`src/rtl/pkst_pkg.sv`:
```
// pkst_pkg: shared types, field widths and codes for the pressed key set tracker
// used by the channel interfaces and the top level; no dependencies
package pkst_pkg;

	// default number of slots in each set
	localparam int KEY_SLOTS_DEF = 16;

	localparam int KEYSYM_W   = 29;
	localparam int SCANCODE_W = 16;

	// command codes
	localparam logic CMD_EVENT = 1'b0;
	localparam logic CMD_QUERY = 1'b1;

	// key action codes
	localparam logic [1:0] ACT_DOWN   = 2'd0;
	localparam logic [1:0] ACT_UP     = 2'd1;
	localparam logic [1:0] ACT_REPEAT = 2'd2;
	localparam logic [1:0] ACT_NONE   = 2'd3;

	// shift keysyms and letter ranges
	localparam logic [KEYSYM_W-1:0] SHIFT_L_SYM = 29'h000FFE1;
	localparam logic [KEYSYM_W-1:0] SHIFT_R_SYM = 29'h000FFE2;
	localparam logic [KEYSYM_W-1:0] UPPER_LO    = 29'h0000041;
	localparam logic [KEYSYM_W-1:0] UPPER_HI    = 29'h000005A;
	localparam logic [KEYSYM_W-1:0] LOWER_LO    = 29'h0000061;
	localparam logic [KEYSYM_W-1:0] LOWER_HI    = 29'h000007A;
	localparam logic [KEYSYM_W-1:0] CASE_BIT    = 29'h0000020;

	typedef struct packed {
		logic                  cmd;
		logic [1:0]            key_action;
		logic [KEYSYM_W-1:0]   event_keysym;
		logic [SCANCODE_W-1:0] event_scancode;
		logic [KEYSYM_W-1:0]   query_keysym;
		logic                  query_case_insensitive;
		logic [SCANCODE_W-1:0] query_scancode;
	} item_t;

	typedef struct packed {
		logic event_processed;
		logic keysym_held;
		logic scancode_held;
		logic overflow;
	} result_t;

	typedef enum logic [2:0] {
		ST_IDLE,
		ST_SCAN,
		ST_RECASE,
		ST_UPDATE,
		ST_DONE
	} state_t;

endpackage

```
`src/rtl/pkst_if.sv`:
```
// pkst_item_if, pkst_result_if: valid/ready channels for input items and results
// depends on pkst_pkg for the payload structs
interface pkst_item_if;
	logic            valid;
	logic            ready;
	pkst_pkg::item_t data;

	modport source (output valid, output data, input ready);
	modport sink (input valid, input data, output ready);
endinterface

interface pkst_result_if;
	logic              valid;
	logic              ready;
	pkst_pkg::result_t data;

	modport source (output valid, output data, input ready);
	modport sink (input valid, input data, output ready);
endinterface

```
`src/rtl/pressed_key_set_tracker.sv`:
```
// pressed_key_set_tracker: top level, sequencer around the keysym and scancode slot rams
// depends on pkst_pkg, pkst_if (pkst_item_if, pkst_result_if) and pkst_ram

// Keeps the set of held keysyms and the set of held scancodes, KEY_SLOTS slots
// each, in two rams with a valid flop per slot. One item is worked on at a time:
// a sweep reads every slot once (one slot per cycle, through a registered read)
// to match the key, find the lowest free slot and note which letters are held;
// a shift down or up adds a second sweep that rewrites letter case in place;
// the update state then inserts or removes. A repeat or non-key action skips the
// sweeps and goes straight to the result.
// A new item is taken as soon as the sequencer is idle, even while the last
// result still waits in the output register. No clearing pass is needed after
// reset: the valid flops clear at once.
module pressed_key_set_tracker #(
	parameter int KEY_SLOTS = pkst_pkg::KEY_SLOTS_DEF
) (
	input logic           clk,
	input logic           arst_n,
	pkst_item_if.sink     item,
	pkst_result_if.source result
);

	localparam int IDX_W = $clog2(KEY_SLOTS);
	localparam int CNT_W = $clog2(KEY_SLOTS + 1);
	localparam int KW    = pkst_pkg::KEYSYM_W;
	localparam int SW    = pkst_pkg::SCANCODE_W;

	pkst_pkg::state_t  state_q, state_d;
	pkst_pkg::item_t   itm_q;
	pkst_pkg::result_t rsp_q, rsp_d;
	logic              rsp_vld_q;
	logic              rsp_load;

	logic [CNT_W-1:0] cnt_q;
	logic             rd_vld_s1;
	logic [IDX_W-1:0] rd_idx_s1;
	logic             issue;
	logic             sweep_last;

	logic [KEY_SLOTS-1:0] ks_vld_q;
	logic [KEY_SLOTS-1:0] sc_vld_q;
	logic [KW-1:0]        ks_rd;
	logic [SW-1:0]        sc_rd;

	logic             ks_hit_q, ks_alt_q, ks_free_fnd_q;
	logic [IDX_W-1:0] ks_hit_idx_q, ks_free_idx_q;
	logic             sc_hit_q, sc_free_fnd_q;
	logic [IDX_W-1:0] sc_hit_idx_q, sc_free_idx_q;
	logic [31:0]      tgt_map_q;

	logic          accept;
	logic          is_query, is_down, is_up, is_shift, do_recase;
	logic          in_is_keyed;
	logic [KW-1:0] ks_key;
	logic [SW-1:0] sc_key;
	logic          cur_ks_v, cur_sc_v;
	logic          in_upper, in_lower, src_rng, tgt_rng, tgt_hit;
	logic          recase_clr, recase_wr;
	logic          ks_ins, sc_ins, ks_del, sc_del;
	logic          ks_we;
	logic [IDX_W-1:0] ks_waddr;
	logic [KW-1:0]    ks_wdata;
	logic          q_letter;
	logic          ovf;

	// decode of the item being worked on
	always_comb begin
		is_query  = itm_q.cmd == pkst_pkg::CMD_QUERY;
		is_down   = !is_query && itm_q.key_action == pkst_pkg::ACT_DOWN;
		is_up     = !is_query && itm_q.key_action == pkst_pkg::ACT_UP;
		is_shift  = itm_q.event_keysym == pkst_pkg::SHIFT_L_SYM ||
			itm_q.event_keysym == pkst_pkg::SHIFT_R_SYM;
		do_recase = (is_down || is_up) && is_shift;
		ks_key    = is_query ? itm_q.query_keysym : itm_q.event_keysym;
		sc_key    = is_query ? itm_q.query_scancode : itm_q.event_scancode;
		q_letter  = (itm_q.query_keysym >= pkst_pkg::UPPER_LO &&
			itm_q.query_keysym <= pkst_pkg::UPPER_HI) ||
			(itm_q.query_keysym >= pkst_pkg::LOWER_LO &&
			itm_q.query_keysym <= pkst_pkg::LOWER_HI);
		in_is_keyed = item.data.cmd == pkst_pkg::CMD_QUERY ||
			item.data.key_action == pkst_pkg::ACT_DOWN ||
			item.data.key_action == pkst_pkg::ACT_UP;
	end

	// slot returned from the rams this cycle
	always_comb begin
		cur_ks_v = ks_vld_q[rd_idx_s1];
		cur_sc_v = sc_vld_q[rd_idx_s1];
		in_upper = ks_rd >= pkst_pkg::UPPER_LO && ks_rd <= pkst_pkg::UPPER_HI;
		in_lower = ks_rd >= pkst_pkg::LOWER_LO && ks_rd <= pkst_pkg::LOWER_HI;
		// down rewrites lower to upper, up rewrites upper to lower
		src_rng  = is_down ? in_lower : in_upper;
		tgt_rng  = is_down ? in_upper : in_lower;
		tgt_hit  = tgt_map_q[ks_rd[4:0]];
		recase_clr = state_q == pkst_pkg::ST_RECASE && rd_vld_s1 && cur_ks_v &&
			src_rng && tgt_hit;
		recase_wr  = state_q == pkst_pkg::ST_RECASE && rd_vld_s1 && cur_ks_v &&
			src_rng && !tgt_hit;
	end

	// next state
	always_comb begin
		state_d = state_q;
		case (state_q)
			pkst_pkg::ST_IDLE: begin
				if (item.valid) begin
					state_d = in_is_keyed ? pkst_pkg::ST_SCAN : pkst_pkg::ST_DONE;
				end
			end
			pkst_pkg::ST_SCAN: begin
				if (sweep_last) begin
					if (is_query) begin
						state_d = pkst_pkg::ST_DONE;
					end else if (do_recase) begin
						state_d = pkst_pkg::ST_RECASE;
					end else begin
						state_d = pkst_pkg::ST_UPDATE;
					end
				end
			end
			pkst_pkg::ST_RECASE: begin
				if (sweep_last) begin
					state_d = pkst_pkg::ST_UPDATE;
				end
			end
			pkst_pkg::ST_UPDATE: begin
				state_d = pkst_pkg::ST_DONE;
			end
			pkst_pkg::ST_DONE: begin
				if (!rsp_vld_q || result.ready) begin
					state_d = pkst_pkg::ST_IDLE;
				end
			end
			default: begin
				state_d = pkst_pkg::ST_IDLE;
			end
		endcase
	end

	// sequencer outputs
	always_comb begin
		item.ready = state_q == pkst_pkg::ST_IDLE;
		accept     = item.valid && item.ready;
		issue      = (state_q == pkst_pkg::ST_SCAN || state_q == pkst_pkg::ST_RECASE) &&
			cnt_q != CNT_W'(KEY_SLOTS);
		sweep_last = rd_vld_s1 && cnt_q == CNT_W'(KEY_SLOTS);
		ks_ins     = state_q == pkst_pkg::ST_UPDATE && is_down && !ks_hit_q && ks_free_fnd_q;
		sc_ins     = state_q == pkst_pkg::ST_UPDATE && is_down && !sc_hit_q && sc_free_fnd_q;
		ks_del     = state_q == pkst_pkg::ST_UPDATE && is_up && ks_hit_q;
		sc_del     = state_q == pkst_pkg::ST_UPDATE && is_up && sc_hit_q;
		ks_we      = recase_wr || ks_ins;
		ks_waddr   = recase_wr ? rd_idx_s1 : ks_free_idx_q;
		ks_wdata   = recase_wr ? (ks_rd ^ pkst_pkg::CASE_BIT) : itm_q.event_keysym;
		rsp_load   = state_q == pkst_pkg::ST_DONE && (!rsp_vld_q || result.ready);
	end

	// result beat contents
	always_comb begin
		ovf   = is_down && ((!ks_hit_q && !ks_free_fnd_q) || (!sc_hit_q && !sc_free_fnd_q));
		rsp_d = '0;
		if (is_query) begin
			rsp_d.keysym_held   = ks_hit_q ||
				(itm_q.query_case_insensitive && q_letter && ks_alt_q);
			rsp_d.scancode_held = sc_hit_q;
		end else if (is_down || is_up) begin
			rsp_d.event_processed = 1'b1;
			rsp_d.overflow        = ovf;
		end
	end

	assign result.valid = rsp_vld_q;
	assign result.data  = rsp_q;

	// slot rams
	pkst_ram #(.DEPTH(KEY_SLOTS), .WIDTH(KW)) u_ks_ram (
		.clk   (clk),
		.we    (ks_we),
		.waddr (ks_waddr),
		.wdata (ks_wdata),
		.raddr (cnt_q[IDX_W-1:0]),
		.rdata (ks_rd)
	);

	pkst_ram #(.DEPTH(KEY_SLOTS), .WIDTH(SW)) u_sc_ram (
		.clk   (clk),
		.we    (sc_ins),
		.waddr (sc_free_idx_q),
		.wdata (itm_q.event_scancode),
		.raddr (cnt_q[IDX_W-1:0]),
		.rdata (sc_rd)
	);

	// state, sweep counter and read pipeline valid
	always_ff @(posedge clk or negedge arst_n) begin
		if (!arst_n) begin
			state_q   <= pkst_pkg::ST_IDLE;
			cnt_q     <= '0;
			rd_vld_s1 <= 1'b0;
		end else begin
			state_q   <= state_d;
			rd_vld_s1 <= issue;
			if (issue) begin
				cnt_q <= cnt_q + CNT_W'(1);
			end else if (sweep_last) begin
				cnt_q <= '0;
			end
		end
	end

	// item capture and read slot index
	always_ff @(posedge clk) begin
		rd_idx_s1 <= cnt_q[IDX_W-1:0];
		if (accept) begin
			itm_q <= item.data;
		end
	end

	// sweep accumulators: matches, lowest free slots, held case targets
	always_ff @(posedge clk or negedge arst_n) begin
		if (!arst_n) begin
			ks_hit_q      <= 1'b0;
			ks_alt_q      <= 1'b0;
			ks_free_fnd_q <= 1'b0;
			ks_hit_idx_q  <= '0;
			ks_free_idx_q <= '0;
			sc_hit_q      <= 1'b0;
			sc_free_fnd_q <= 1'b0;
			sc_hit_idx_q  <= '0;
			sc_free_idx_q <= '0;
			tgt_map_q     <= '0;
		end else if (accept) begin
			ks_hit_q      <= 1'b0;
			ks_alt_q      <= 1'b0;
			ks_free_fnd_q <= 1'b0;
			sc_hit_q      <= 1'b0;
			sc_free_fnd_q <= 1'b0;
			tgt_map_q     <= '0;
		end else if (rd_vld_s1 && state_q == pkst_pkg::ST_SCAN) begin
			if (cur_ks_v && ks_rd == ks_key) begin
				ks_hit_q     <= 1'b1;
				ks_hit_idx_q <= rd_idx_s1;
			end
			if (cur_ks_v && ks_rd == (ks_key ^ pkst_pkg::CASE_BIT)) begin
				ks_alt_q <= 1'b1;
			end
			if (cur_sc_v && sc_rd == sc_key) begin
				sc_hit_q     <= 1'b1;
				sc_hit_idx_q <= rd_idx_s1;
			end
			// keysym free slot waits for the recase sweep when there is one
			if (!do_recase && !cur_ks_v && !ks_free_fnd_q) begin
				ks_free_fnd_q <= 1'b1;
				ks_free_idx_q <= rd_idx_s1;
			end
			if (!cur_sc_v && !sc_free_fnd_q) begin
				sc_free_fnd_q <= 1'b1;
				sc_free_idx_q <= rd_idx_s1;
			end
			if (cur_ks_v && tgt_rng) begin
				tgt_map_q[ks_rd[4:0]] <= 1'b1;
			end
		end else if (rd_vld_s1 && state_q == pkst_pkg::ST_RECASE) begin
			// a slot cleared by a case collision counts as free
			if ((!cur_ks_v || recase_clr) && !ks_free_fnd_q) begin
				ks_free_fnd_q <= 1'b1;
				ks_free_idx_q <= rd_idx_s1;
			end
		end
	end

	// per-slot valid flops
	always_ff @(posedge clk or negedge arst_n) begin
		if (!arst_n) begin
			ks_vld_q <= '0;
			sc_vld_q <= '0;
		end else begin
			if (recase_clr) begin
				ks_vld_q[rd_idx_s1] <= 1'b0;
			end
			if (ks_ins) begin
				ks_vld_q[ks_free_idx_q] <= 1'b1;
			end
			if (ks_del) begin
				ks_vld_q[ks_hit_idx_q] <= 1'b0;
			end
			if (sc_ins) begin
				sc_vld_q[sc_free_idx_q] <= 1'b1;
			end
			if (sc_del) begin
				sc_vld_q[sc_hit_idx_q] <= 1'b0;
			end
		end
	end

	// output register
	always_ff @(posedge clk or negedge arst_n) begin
		if (!arst_n) begin
			rsp_vld_q <= 1'b0;
		end else if (rsp_load) begin
			rsp_vld_q <= 1'b1;
		end else if (result.ready) begin
			rsp_vld_q <= 1'b0;
		end
	end

	always_ff @(posedge clk) begin
		if (rsp_load) begin
			rsp_q <= rsp_d;
		end
	end

`ifndef SYNTHESIS
	// ram reads return only while a sweep is running
	a_rd_in_sweep: assert property (@(posedge clk) disable iff (!arst_n)
		rd_vld_s1 |-> (state_q == pkst_pkg::ST_SCAN || state_q == pkst_pkg::ST_RECASE))
		else $error("slot read returned outside a sweep");

	// a keysym insert never targets a value already held or an occupied slot
	a_ins_not_held: assert property (@(posedge clk) disable iff (!arst_n)
		ks_ins |-> (!ks_hit_q && !ks_vld_q[ks_free_idx_q]))
		else $error("keysym insert into a held value or an occupied slot");

	// overflow is only reported on a processed event beat
	a_ovf_event: assert property (@(posedge clk) disable iff (!arst_n)
		(result.valid && result.data.overflow) |-> result.data.event_processed)
		else $error("overflow on a beat that is not a processed event");

	// an accepted item always leaves idle
	a_accept_busy: assert property (@(posedge clk) disable iff (!arst_n)
		accept |=> state_q != pkst_pkg::ST_IDLE)
		else $error("sequencer stayed idle after an accepted item");
`endif

endmodule

```
`src/rtl/pkst_ram.sv`:
```
// pkst_ram: simple dual port synchronous ram, one write and one registered read
// no dependencies; contents are undefined until written
module pkst_ram #(
	parameter int DEPTH = 16,
	parameter int WIDTH = 16
) (
	input  logic                     clk,
	input  logic                     we,
	input  logic [$clog2(DEPTH)-1:0] waddr,
	input  logic [WIDTH-1:0]         wdata,
	input  logic [$clog2(DEPTH)-1:0] raddr,
	output logic [WIDTH-1:0]         rdata
);

	logic [WIDTH-1:0] mem [DEPTH];

	// write port
	always_ff @(posedge clk) begin
		if (we) begin
			mem[waddr] <= wdata;
		end
	end

	// registered read port
	always_ff @(posedge clk) begin
		rdata <= mem[raddr];
	end

endmodule
```
`src/flat_wrapper.sv`:
```
// flat-port wrapper written by rule: the top's interface ports become plain ports
module pressed_key_set_tracker_flat 
#(
	parameter int KEY_SLOTS = pkst_pkg::KEY_SLOTS_DEF
)
  (clk, arst_n, item_valid, item_data, item_ready, result_valid, result_data, result_ready);
  pkst_item_if item_i ();
  pkst_result_if result_i ();
  input logic clk;
  input logic arst_n;
  input wire logic [$bits(item_i.valid)-1:0] item_valid;
  input wire logic [$bits(item_i.data)-1:0] item_data;
  output wire logic [$bits(item_i.ready)-1:0] item_ready;
  output wire logic [$bits(result_i.valid)-1:0] result_valid;
  output wire logic [$bits(result_i.data)-1:0] result_data;
  input wire logic [$bits(result_i.ready)-1:0] result_ready;
  assign item_i.valid = item_valid;
  assign item_i.data = item_data;
  assign item_ready = item_i.ready;
  assign result_valid = result_i.valid;
  assign result_data = result_i.data;
  assign result_i.ready = result_ready;
  pressed_key_set_tracker #(.KEY_SLOTS(KEY_SLOTS)) u_core (.clk(clk), .arst_n(arst_n), .item(item_i), .result(result_i));
endmodule
```
`config.mk`:
```
export PLATFORM = sky130hd
export DESIGN_NAME = pressed_key_set_tracker_flat
export DESIGN_NICKNAME = d
export VERILOG_FILES = /design/src/rtl/pkst_pkg.sv /design/src/rtl/pkst_if.sv /design/src/rtl/pressed_key_set_tracker.sv /design/src/rtl/pkst_ram.sv /design/src/flat_wrapper.sv
export SDC_FILE = /design/constraint.sdc
export NUM_CORES = 1
export LEC_CHECK = 0
export BUFFER_PORTS_ARGS = -buffer_cell sky130_fd_sc_hd__buf_2
export CAP_MARGIN = 20
export CORE_ASPECT_RATIO = 1.4
export CORE_MARGIN = 1
export CORE_UTILIZATION = 45
export CTS_CLUSTER_DIAMETER = 30
export CTS_CLUSTER_SIZE = 12
export DETAILED_ROUTE_END_ITERATION = 16
export SYNTH_ARGS = -nofsm -noshare
export SYNTH_HDL_FRONTEND = slang
export SYNTH_SLANG_ARGS = --single-unit
```
`constraint.sdc`:
```
create_clock -name clk -period 8.3 [get_ports clk]
set_input_delay 0.415 -clock clk [delete_from_list [all_inputs] [get_ports clk]]
set_output_delay 0.415 -clock clk [all_outputs]
set_load 0.005 [all_outputs]
```
==> metrics.md, run 1 <==
| Metric | Value |
|---|---|
| CTS H-tree depth | `4` |
| Max-Cap Viols | `0` |
| Worst setup EP type | `flip-flop` |
| Most used cell along the critical path | `nand3_1` |
| Worst Skew | `about 54 ps` |
| Core area | `slightly above 0.08 sq mm` |
| Via count | `between 15000 and 20000` |
| Mapped Cells | `between 1500 and 2000` |
| IO Port Bufs | `103` |
| Hold_ws | `around 120 ps` |
| Syn. warnings | `0` |
| Seq cells post-synth | `962` |
| P&R area growth vs syn | `22.2%` |
| RSZ-0062 raised after global routing | `false` |
| Final Routed Wirelength | `~93000 microns` |
| First-pass GRT wire length | `136000 microns` |
| Share of cells above drive strength 1 | `0.315` |
| Clock sinks | `962` |
| Nets | `roughly 2300` |
| Pwr dens | `around 340 mW/mm^2` |
| GR Util All Layers | `0.226` |
| Final instance area | `roughly 0.046 sq mm` |
| Mapped Area | `between 0.03 and 0.04 sq mm` |
| Height of the die | `~340 microns` |
| Worst EP arrival | `roughly 4500 ps` |
| Syn avg cell area | `between 20 and 25 sq um` |
| Detail Route Antenna Nets | `0` |
| Slowest cell on the critical path | `dfxtp_1` |
| Vias per std cell | `between 5 and 6` |
| # IOs | `~100` |
| Gr ovfl total | `0` |
| Peak Freq | `roughly 0.24 GHz` |
| Crit-path max FO | `25` |
| Die Area | `~0.084 sq mm` |
| Root Buffer | `clkbuf_16` |
| Fin crit share | `0.495` |
| Clock slew at reported path FFs | `roughly 60 ps` |
| Critical path type | `reg2reg` |
| Syn Nets | `between 1500 and 2000` |
| Hold Path Class | `in2reg` |
| Post-route DRC | `0` |
| Reg2Reg Launch Point | `u_core.rd_idx_s1[0]$_DFF_P_` |
| VDD IR max | `around 0.27 mV` |
| Fin. Hold Viols | `0` |
| Status | `finished, final reports clean` |
| Slew Limit Fails | `0` |
| Num CTS Buffers | `approximately 150` |
| Count of cell types in the netlist | `65` |
| DR WL/cell | `27.7 microns` |
| LEAKAGE | `approximately 15 nW` |
| TritonRoute pass-1 iters | `5` |
| Worst-Margin Slew | `around 1300 ps` |
| Post-layout minimum cycle time | `around 4100 ps` |
| Endpoint required time on the critical path | `a little under 9000 ps` |
| Row cnt | `124` |
| DP Area | `0.0395 sq mm` |
| Max incr delay on CP | `~940 ps` |
| CTS tree | `done` |
| Ys async rst share | `0.0988` |
| CTS max path bufs | `3` |
| Final number of setup-violating endpoints | `0` |
| Clock Latency Late Sink | `about 770 ps` |
| Fill cells | `slightly above 6000` |
| Initial antenna violation count | `2` |
| Hpwl dp | `~54000 microns` |
| Crit. Startpoint | `u_core.rd_idx_s1[0]$_DFF_P_` |
| Register area share after synthesis | `0.747` |
| Starting DRT DRC Count | `between 1000 and 1500` |
| RD Place Congestion | `around 0.83` |
| Relative slew slack | `0.132` |
| Initial Util | `0.457` |
| Vias in the first global route | `around 21000` |
| TNS Setup | `0 ps` |
| Top FF cell, synth | `edfxtp_1` |
| Largest net degree at the start of global routing | `around 150` |
| EDFF count, synth | `approximately 820` |
| Critical path launch point type | `flip-flop` |
| Width of the chip | `between 200 and 250 microns` |
| Hold_sp | `result_ready` |
| Worst path cell trace | `mux4_2 -> nand3_1 -> nand3_1 -> or4b_4 -> or2_4 -> o32ai_4 -> buf_4` |
## layout by cell type, fill, tap and decap left out, drive strengths merged, types with 17 or more instances in the layout
cell type,Yosys,final
xnor2,43,43
clkbuf,60,170
nor3,26,26
nor2b,28,28
mux2i,53,53
buf,29,148
nor4,24,24
bufinv,0,17
dfrtp,95,95
nor2,84,84
mux2,22,22
mux4,238,238
nand2,22,22
clkinvlp,0,21
edfxtp,818,818
dlygate4sd3,0,95
inv,15,32
a21oi,34,34
o22ai,18,18
dfxtp,49,49
clkinv,0,50
## timing repair
action	4_1_cts	5_1_grt
buffers inserted	0	0
gates resized for setup	0	0
endpoints found under the hold margin	135	0
hold buffers	95	0
endpoints found under the setup margin	0	0
## final timing paths
path	depth (start not counted)	endpoint	slack, ps
max	7	u_core.u_ks_ram.mem[1][5]$_DFFE_PP_	4190
min	3	u_core.result.valid$_DFFE_PN0P_	120
max reg2reg	7	u_core.u_ks_ram.mem[1][5]$_DFFE_PP_	4190
min reg2reg	1	u_core.tgt_map_q[29]$_DFFE_PN0P_	490
max in group asynchronous	3	u_core.tgt_map_q[22]$_DFFE_PN0P_	6940
min in group asynchronous	2	u_core.ks_vld_q[13]$_DFF_PN0_	230
## stage by stage
step           utilization  setup WS (ps)  cells  total power [mW]
6_report             0.558           4190   3349              15.5
5_1_grt              0.558           4000   3348              16.1
4_1_cts              0.558           4200   3345              15.7
3_5_place_dp         0.483           4220   2976              9.28
3_3_place_gp         0.483           4270   2975              9.25
2_1_floorplan            -           3490   1847              8.28
## report_power, final
| part | switching, mW | internal, mW |
|---|---|---|
| clock network | 2.37 | 3.97 |
| registers | 0.533 | 5.65 |
| logic | 1.48 | 1.53 |
## metal layers
metal	GRT usage	wire length (microns)	up-vias
met5	0	11	-
met4	0.0814	2600	2
met3	0.0429	4670	179
met2	0.398	49500	716
met1	0.276	36200	10241
li1	-	-	8261
## synth_stat cells, types with 3 or more instances
master     instances  share of area
o32a_1             4         0.0011
and3b_1            5         0.0012
xor2_1             7         0.0016
edfxtp_1         818           0.66
and2_1            10         0.0017
mux2i_1           53          0.014
o21ai_0           13         0.0017
o32ai_1            8         0.0019
inv_1             15         0.0015
nand2_1           22         0.0022
nand4b_1           3        0.00070
nand3b_1           8         0.0016
nor3_1            25         0.0033
nand4_1           11         0.0018
a21oi_1           33         0.0044
or4_1              3        0.00060
mux2_2            22         0.0066
buf_1             16         0.0016
dfxtp_1           49          0.026
or2_2              7         0.0012
a31oi_1           16         0.0027
nand2b_1          14         0.0023
nor2_1            83         0.0083
a2bb2oi_1         12         0.0028
dfrtp_1           95          0.064
nor4_1            22         0.0037
o21a_1             6         0.0012
mux4_2           238           0.14
nor3b_1            5         0.0010
xnor2_1           43          0.010
a22oi_1            5         0.0010
nor4b_1            3        0.00070
buf_2             11         0.0015
nor2b_1           28         0.0047
a21o_1             3        0.00060
nor4bb_1           4         0.0011
o22ai_1           18         0.0030
nand3_1           12         0.0016
o31ai_1            4        0.00080
clkbuf_1          60         0.0060
or3_1              5        0.00084
## cell families after synthesis
family          synth area share
xor+xnor                  0.0117
simple gates              0.0423
buf+inv                   0.0111
compound gates            0.0235
flops                      0.747
mux                        0.164
fa+ha+maj               0.000669
## registers in the layout, summed over array words and instances, names as in the netlist, 5 cells and up
name / cells
u_core.ks_vld_q: 16
u_core.u_ks_ram.mem: 464
u_core.u_sc_ram.rdata: 16
u_core.u_ks_ram.rdata: 29
u_core.sc_vld_q: 16
u_core.itm_q: 93
u_core.cnt_q: 5
u_core.u_sc_ram.mem: 256
u_core.tgt_map_q: 32
## worst max-delay path, delay by kind of cell (launching register included)
kind                   cells  cell delay (ps)
muxes                      1              380
AOI/OAI and AO/OA          1              430
and+or+nand+nor            4             1420
DFF                        1              940
buffers and inverters      1              550
## area by class of cell
type | count | area, sq um | area share
clock buffers | 169 | 3870 | 0.0847
diodes | 2 | 5.00 | 0.000109
repair buffers | 244 | 1840 | 0.0401
clock inverters | 105 | 1340 | 0.0293
flip-flops and latches | 962 | 27900 | 0.611
multi-input cells | 781 | 9330 | 0.204
well taps | 1071 | 1340 | 0.0293
inverters | 15 | 61.3 | 0.00134
Note: power is estimated with default switching activity, not from simulation.
==> run 2: changes to the inputs <==
Settings changed: ABC_AREA set to 1.
Clock period 8.3 ns to 4.25 ns, I/O delays scaled along.
==> metrics.md, run 2 <==
| Metric | Value |
|---|---|
| Synth area leaders | `edfxtp_1, dfrtp_1, o21ai_0` |
| Syn. warnings | `0` |
| Fin cells | `4771` |
| Reg with most FFs | `u_core.u_ks_ram.mem` |
| Endpoint required time on the critical path | `4680 ps` |
| RD Place Congestion | `around 0.88` |
| Setup slack, reg-to-reg | `approximately 540 ps` |
| Initial antenna violation count | `2` |
| Area leader, netlist | `edfxtp_1` |
| Slowest cell on the critical path | `dfxtp_1` |
| Core area | `approximately 0.085 sq mm` |
| Worst path cell trace | `inv_1 -> nand2_1 -> nand2_1 -> nand2_1 -> nand3_1 -> nand2_1 -> nand2_1 -> nor2_1 -> nor2_4 -> nand4_4 -> nand2_1 -> o21ai_1 -> nand3_1 -> nor2_4 -> buf_12` |
| Via count | `26963` |
| Share of cells above drive strength 1 | `0.139` |
| Max-Cap Viols | `0` |
| Crit. Startpoint | `u_core.rd_idx_s1[0]$_DFF_P_` |
| Status | `finished, final reports clean` |
| Worst setup EP type | `flip-flop` |
| Vias in the first global route | `26502` |
| CTS max path bufs | `3` |
| TNS Setup | `0 ps` |
| Mapped Area | `between 0.03 and 0.04 sq mm` |
| Ys async rst share | `0.0988` |
| Syn avg cell area | `11.8 sq um` |
| Fin. Hold Viols | `0` |
| Mapped Cells | `between 3000 and 4000` |
| Reg2Reg Launch Point | `u_core.rd_idx_s1[0]$_DFF_P_` |
| Max incr delay on CP | `between 600 and 700 ps` |
| Worst Reg-to-Reg Cells | `15` |
| Worst Skew | `26.6 ps` |
| Gr ovfl total | `0` |
| P&R area growth vs syn | `21.9%` |
| PostCTS Resize Cnt | `0` |
| Height of the die | `between 300 and 400 microns` |
| Most common cell after layout, fill and taps aside | `edfxtp_1` |
| Cts hold-fix bufs | `97` |
| Fin crit share | `0.872` |
| Setup Buffers After CTS | `0` |
| Critical path launch point type | `flip-flop` |
| Most used cell along the critical path | `nand2_1` |
| Top FF cell, synth | `edfxtp_1` |
| Root Buffer | `clkbuf_16` |
| RSZ-0062 raised after global routing | `false` |
| VDD IR max | `~0.48 mV` |
| Nets | `roughly 3700` |
| CTS H-tree depth | `4` |
| Largest net degree at the start of global routing | `128` |
| LEAKAGE | `about 17 nW` |
| Register area share after synthesis | `0.720` |
| Max reg flops | `between 400 and 500` |
| Critical R2R Capture | `u_core.u_ks_ram.mem[13][3]$_DFFE_PP_` |
| ANT cells | `0` |
| Count of cell types in the netlist | `48` |
| Clock Latency Late Sink | `between 700 and 800 ps` |
| First-pass GRT wire length | `roughly 160000 microns` |
| Vias per std cell | `roughly 5.7` |
| CP delay by family, top | `simple AND/OR/NAND/NOR gates` |
| Relative slew slack | `0.405` |
| # IOs | `around 100` |
| Critical path type | `reg2reg` |
| Starting DRT DRC Count | `about 2300` |
| Buffers & Inverters on Critical Path | `2` |
| Worst-Margin Slew | `892 ps` |
| Pwr dens | `just under 700 mW/mm^2` |
| IO Port Bufs | `between 100 and 150` |
| Most frequent cells in the layout | `edfxtp_1, nand2_1, nor2_1, o21ai_0, inv_1` |
| Worst EP arrival | `about 4100 ps` |
| Syn Nets | `approximately 3400` |
| Post-route DRC | `0` |
| Final Routed Wirelength | `between 100000 and 150000 microns` |
| Hold Path Class | `in2async` |
| EDFF count, synth | `a little over 800` |
| Top flop regs | `u_core.u_ks_ram.mem: 464 flops, u_core.u_sc_ram.mem: 256 flops, u_core.itm_q: 93 flops` |
| TritonRoute pass-1 iters | `6` |
| Post-layout util | `0.553` |
| Seq cells post-synth | `slightly below 1000` |
| Clock slew at reported path FFs | `50 ps` |
| Most instantiated cells after synthesis | `edfxtp_1, nor2_1, nand2_1, o21ai_0, inv_1` |
| Peak Freq | `0.270 GHz` |
| Clock sinks | `between 900 and 1000` |
| Hpwl dp | `66300 microns` |
| Width of the chip | `approximately 250 microns` |
| Post-layout minimum cycle time | `3710 ps` |
| GR Util All Layers | `0.251` |
| Slew Limit Fails | `0` |
| Die Area | `a little under 0.09 sq mm` |
| Row cnt | `approximately 130` |
| Final number of setup-violating endpoints | `0` |
| Placed cell count | `approximately 4400` |
| Num CTS Buffers | `150` |
| Fill cells | `around 7000` |
| CTS tree | `done` |
| DR WL/cell | `~23 microns` |
| Detail Route Antenna Nets | `0` |
| Initial Util | `0.454` |
| Crit-path max FO | `20` |
| Synth top area share | `0.633` |
| Cell with the most instances after synthesis | `edfxtp_1` |
-- run 2: changes by cell type after synthesis, sizes merged, moves of 28 or more --
cell | before | now
nand2 | 22 | 493
o21ai | 13 | 432
nor2 | 84 | 502
mux4 | 238 | 0
inv | 15 | 175
nand3 | 12 | 131
o22ai | 18 | 116
clkbuf | 60 | 145
o221ai | 1 | 67
mux2i | 53 | 4
xnor2 | 43 | 9
nor2b | 28 | 0
-- run 2: per-stage QoR --
step           worst slack, ps  hold slack [ps]  cell area (sq um)  total power [mW]
2_1_floorplan             98.7            -83.1              38800              16.9
3_3_place_gp               652              337              41000              19.9
3_5_place_dp               609              350              41000              19.9
4_1_cts                    609              117              47300              32.8
5_1_grt                    173              145              47300              34.0
6_report                   544              121              47300              32.6
-- run 2: final cells by class --
class	instances	area [sq um]	share of cell area
flip-flops and latches	962	27900	0.591
multi-input cells	1975	9690	0.205
clock buffers	174	4020	0.0850
repair buffers	285	2330	0.0492
well taps	1096	1370	0.0290
clock inverters	103	1290	0.0273
inverters	176	673	0.0142
-- run 2: worst max path at each step --
stage                                            end  cells past startpoint
6_report        u_core.u_ks_ram.mem[13][3]$_DFFE_PP_                     15
5_1_grt         u_core.u_ks_ram.mem[13][3]$_DFFE_PP_                     15
4_1_cts         u_core.u_ks_ram.mem[13][3]$_DFFE_PP_                     15
3_5_place_dp   u_core.u_ks_ram.mem[13][21]$_DFFE_PP_                     15
3_3_place_gp   u_core.u_ks_ram.mem[13][17]$_DFFE_PP_                     15
2_1_floorplan              u_core.is_query$_DFFE_PP_                      4
-- run 2: where the power goes --
part	switching (mW)	internal, mW	total, mW
clock	4.52	8.20	12.7
sequential	0.778	11.2	12.0
combinational	5.69	2.19	7.88
-- run 2: logic make-up after synthesis --
kind of cell	share of synthesized area
simple gates	0.128
flops	0.720
compound gates	0.109
buf+inv	0.0354
fa+ha+maj	0.000645
xor+xnor	0.00655
mux	0.00103
-- run 2: routing by layer --
metal / global-route usage / routed length, microns
met4: 0.120 / 4730
met2: 0.431 / 55300
met3: 0.0449 / 5870
met5: 0 / 13
met1: 0.306 / 43800
==> run 3: changes to the inputs <==
Settings changed: CTS_CLUSTER_DIAMETER 30 to unset, RECOVER_POWER set to 50.
==> metrics.md, run 3 (synthesis gave the netlist of run 2 again) <==
| Metric | Value |
|---|---|
| Status | `complete, but fails checks` |
| Violated checks | `capacitance limit, slew limit` |
| Nets | `between 3000 and 4000` |
| PostCTS Resize Cnt | `0` |
| Worst Skew | `38.1 ps` |
| Met2 Wirelength | `55200 microns` |
| RD Place Congestion | `just under 0.9` |
| Core area | `0.0855 sq mm` |
| Die Area | `about 0.087 sq mm` |
| TNS Setup | `0 ps` |
| CTS H-tree depth | `3` |
| Setup slack, reg-to-reg | `370 ps` |
| Clock sinks | `roughly 960` |
| RSZ-0062 raised after global routing | `false` |
| Share of cells above drive strength 1 | `0.0901` |
| Initial Util | `0.454` |
| Fin. Hold Viols | `0` |
| Height of the die | `roughly 350 microns` |
| LEAKAGE | `15.8 nW` |
| Root Buffer | `clkbuf_16` |
| Vias in the first global route | `25744` |
| GR Util All Layers | `0.247` |
| Fin crit share | `0.913` |
| First-pass GRT wire length | `~160000 microns` |
| Worst Reg-to-Reg Cells | `5` |
| WL met1 | `about 43000 microns` |
| Pwr dens | `620 mW/mm^2` |
| Largest net degree at the start of global routing | `between 100 and 150` |
| Post-layout minimum cycle time | `3880 ps` |
| P&R area growth vs syn | `15.2%` |
| Critical path type | `reg2reg` |
| Relative slew slack | `-1.10` |
| Reg with most FFs | `u_core.u_ks_ram.mem` |
| Fin cells | `between 4000 and 5000` |
| Post-route setup slack | `368 ps` |
| Peak Freq | `0.258 GHz` |
| Most common cell after layout, fill and taps aside | `edfxtp_1` |
| Clock slew at reported path FFs | `roughly 60 ps` |
| Worst setup EP type | `flip-flop` |
| Via count | `approximately 26000` |
| Max reg flops | `~460` |
| Worst-Margin Slew | `3150 ps` |
| Worst EP arrival | `around 4500 ps` |
| Initial antenna violation count | `2` |
| Detail Route Antenna Nets | `0` |
| Starting DRT DRC Count | `roughly 2300` |
| CTS max path bufs | `3` |
| Clock Latency Late Sink | `roughly 700 ps` |
| Final Routed Wirelength | `108000 microns` |
| Top flop regs | `u_core.u_ks_ram.mem: 464 flops, u_core.u_sc_ram.mem: 256 flops, u_core.itm_q: 93 flops` |
| Post-route DRC | `0` |
| Most frequent cells in the layout | `edfxtp_1, nand2_1, nor2_1, o21ai_0, inv_1` |
| Reg2Reg Launch Point | `u_core.cnt_q[1]$_DFFE_PN0P_` |
| IO Port Bufs | `about 100` |
| Endpoint required time on the critical path | `between 4000 and 5000 ps` |
| Gr ovfl total | `0` |
| Hold Path Class | `in2async` |
| # IOs | `104` |
| Met3 routed WL | `roughly 5900 microns` |
| Placed cell count | `roughly 4400` |
| Final number of setup-violating endpoints | `0` |
| Width of the chip | `around 250 microns` |
| DR WL/cell | `23.2 microns` |
| Hpwl dp | `between 60000 and 70000 microns` |
| Crit-path max FO | `between 50 and 60` |
| Post-layout util | `0.523` |
| Top layer in use | `met5` |
| Max-Cap Viols | `6` |
| Fill cells | `7387` |
| Num CTS Buffers | `between 90 and 100` |
| Pre-CTS setup slack | `609 ps` |
| Slew Limit Fails | `between 200 and 300` |
| VDD IR max | `~0.44 mV` |
| Row cnt | `127` |
| Vias per std cell | `approximately 5.7` |
| Setup Buffers After CTS | `0` |
| Critical path launch point type | `flip-flop` |
| CTS tree | `done` |
| TritonRoute pass-1 iters | `7` |
| Critical R2R Capture | `u_core.u_sc_ram.rdata[11]$_DFF_P_` |
==> run 3: cell count changes in the layout (fill, tap and decap cells not counted), sizes merged <==
cell and change:
buf -47, bufinv -22, clkbuf +31, clkinv -32, clkinvlp -14, diode +1
inv -16
==> run 3: routing by layer <==
layer / vias up / GRT usage
met4: 2 / 0.101
met2: 861 / 0.435
met3: 195 / 0.0284
met1: 13202 / 0.309
li1: 12186 / -
met5: - / 0
==> run 3: stage by stage <==
step	cell area, sq um	total power, mW	hold slack (ps)
floorplan	38800	16.9	-83.1
global placement	41000	19.9	337
detailed placement	41000	19.9	350
CTS	44900	27.8	188
global route	44700	29.0	232
finish	44700	27.7	171
==> run 3: repair_timing <==
item	CTS	global route
setup endpoints to repair	0	0
endpoints found under the hold margin	152	0
hold buffers	97	0
==> run 3: layout make-up <==
| type | count | area, sq um | area share |
|---|---|---|---|
| multi-input combinational | 1975 | 9650 | 0.216 |
| inverter | 176 | 673 | 0.0151 |
| timing repair buffer | 285 | 2180 | 0.0489 |
| clock inverter | 19 | 156 | 0.00350 |
| clock buffer | 158 | 2710 | 0.0606 |
| sequential | 962 | 27900 | 0.625 |
| tap | 1096 | 1370 | 0.0307 |
| antenna | 1 | 2.50 | 0.0000560 |
==> run 3: how the worst max path moves through the flow <==
stage	endpoint	cells past startpoint	start	slack, ps
global placement	u_core.u_ks_ram.mem[13][17]$_DFFE_PP_	15	u_core.rd_idx_s1[0]$_DFF_P_	650
floorplan	u_core.is_query$_DFFE_PP_	4	u_core.state_q[0]$_DFFE_PN0P_	100
CTS	u_core.u_ks_ram.mem[13][21]$_DFFE_PP_	15	u_core.rd_idx_s1[0]$_DFF_P_	580
detailed placement	u_core.u_ks_ram.mem[13][21]$_DFFE_PP_	15	u_core.rd_idx_s1[0]$_DFF_P_	610
global route	u_core.u_ks_ram.mem[13][21]$_DFFE_PP_	15	u_core.rd_idx_s1[0]$_DFF_P_	100
finish	u_core.u_sc_ram.rdata[11]$_DFF_P_	5	u_core.cnt_q[1]$_DFFE_PN0P_	370
==> run 3: worst max-delay path, cell delays in order, from the launching register on <==
cell      delay, ps
dfrtp_4         450
clkbuf_1       2210
o21ai_0         450
o221ai_1        350
nand3_1         200
nand3_1         110
==> run 3: report_power, final <==
group	internal (mW)	leakage (nW)	switching, mW	total [mW]
clock	4.35	1.37	3.53	7.88
sequential	11.2	9.08	0.776	12.0
combinational	2.17	5.35	5.67	7.84
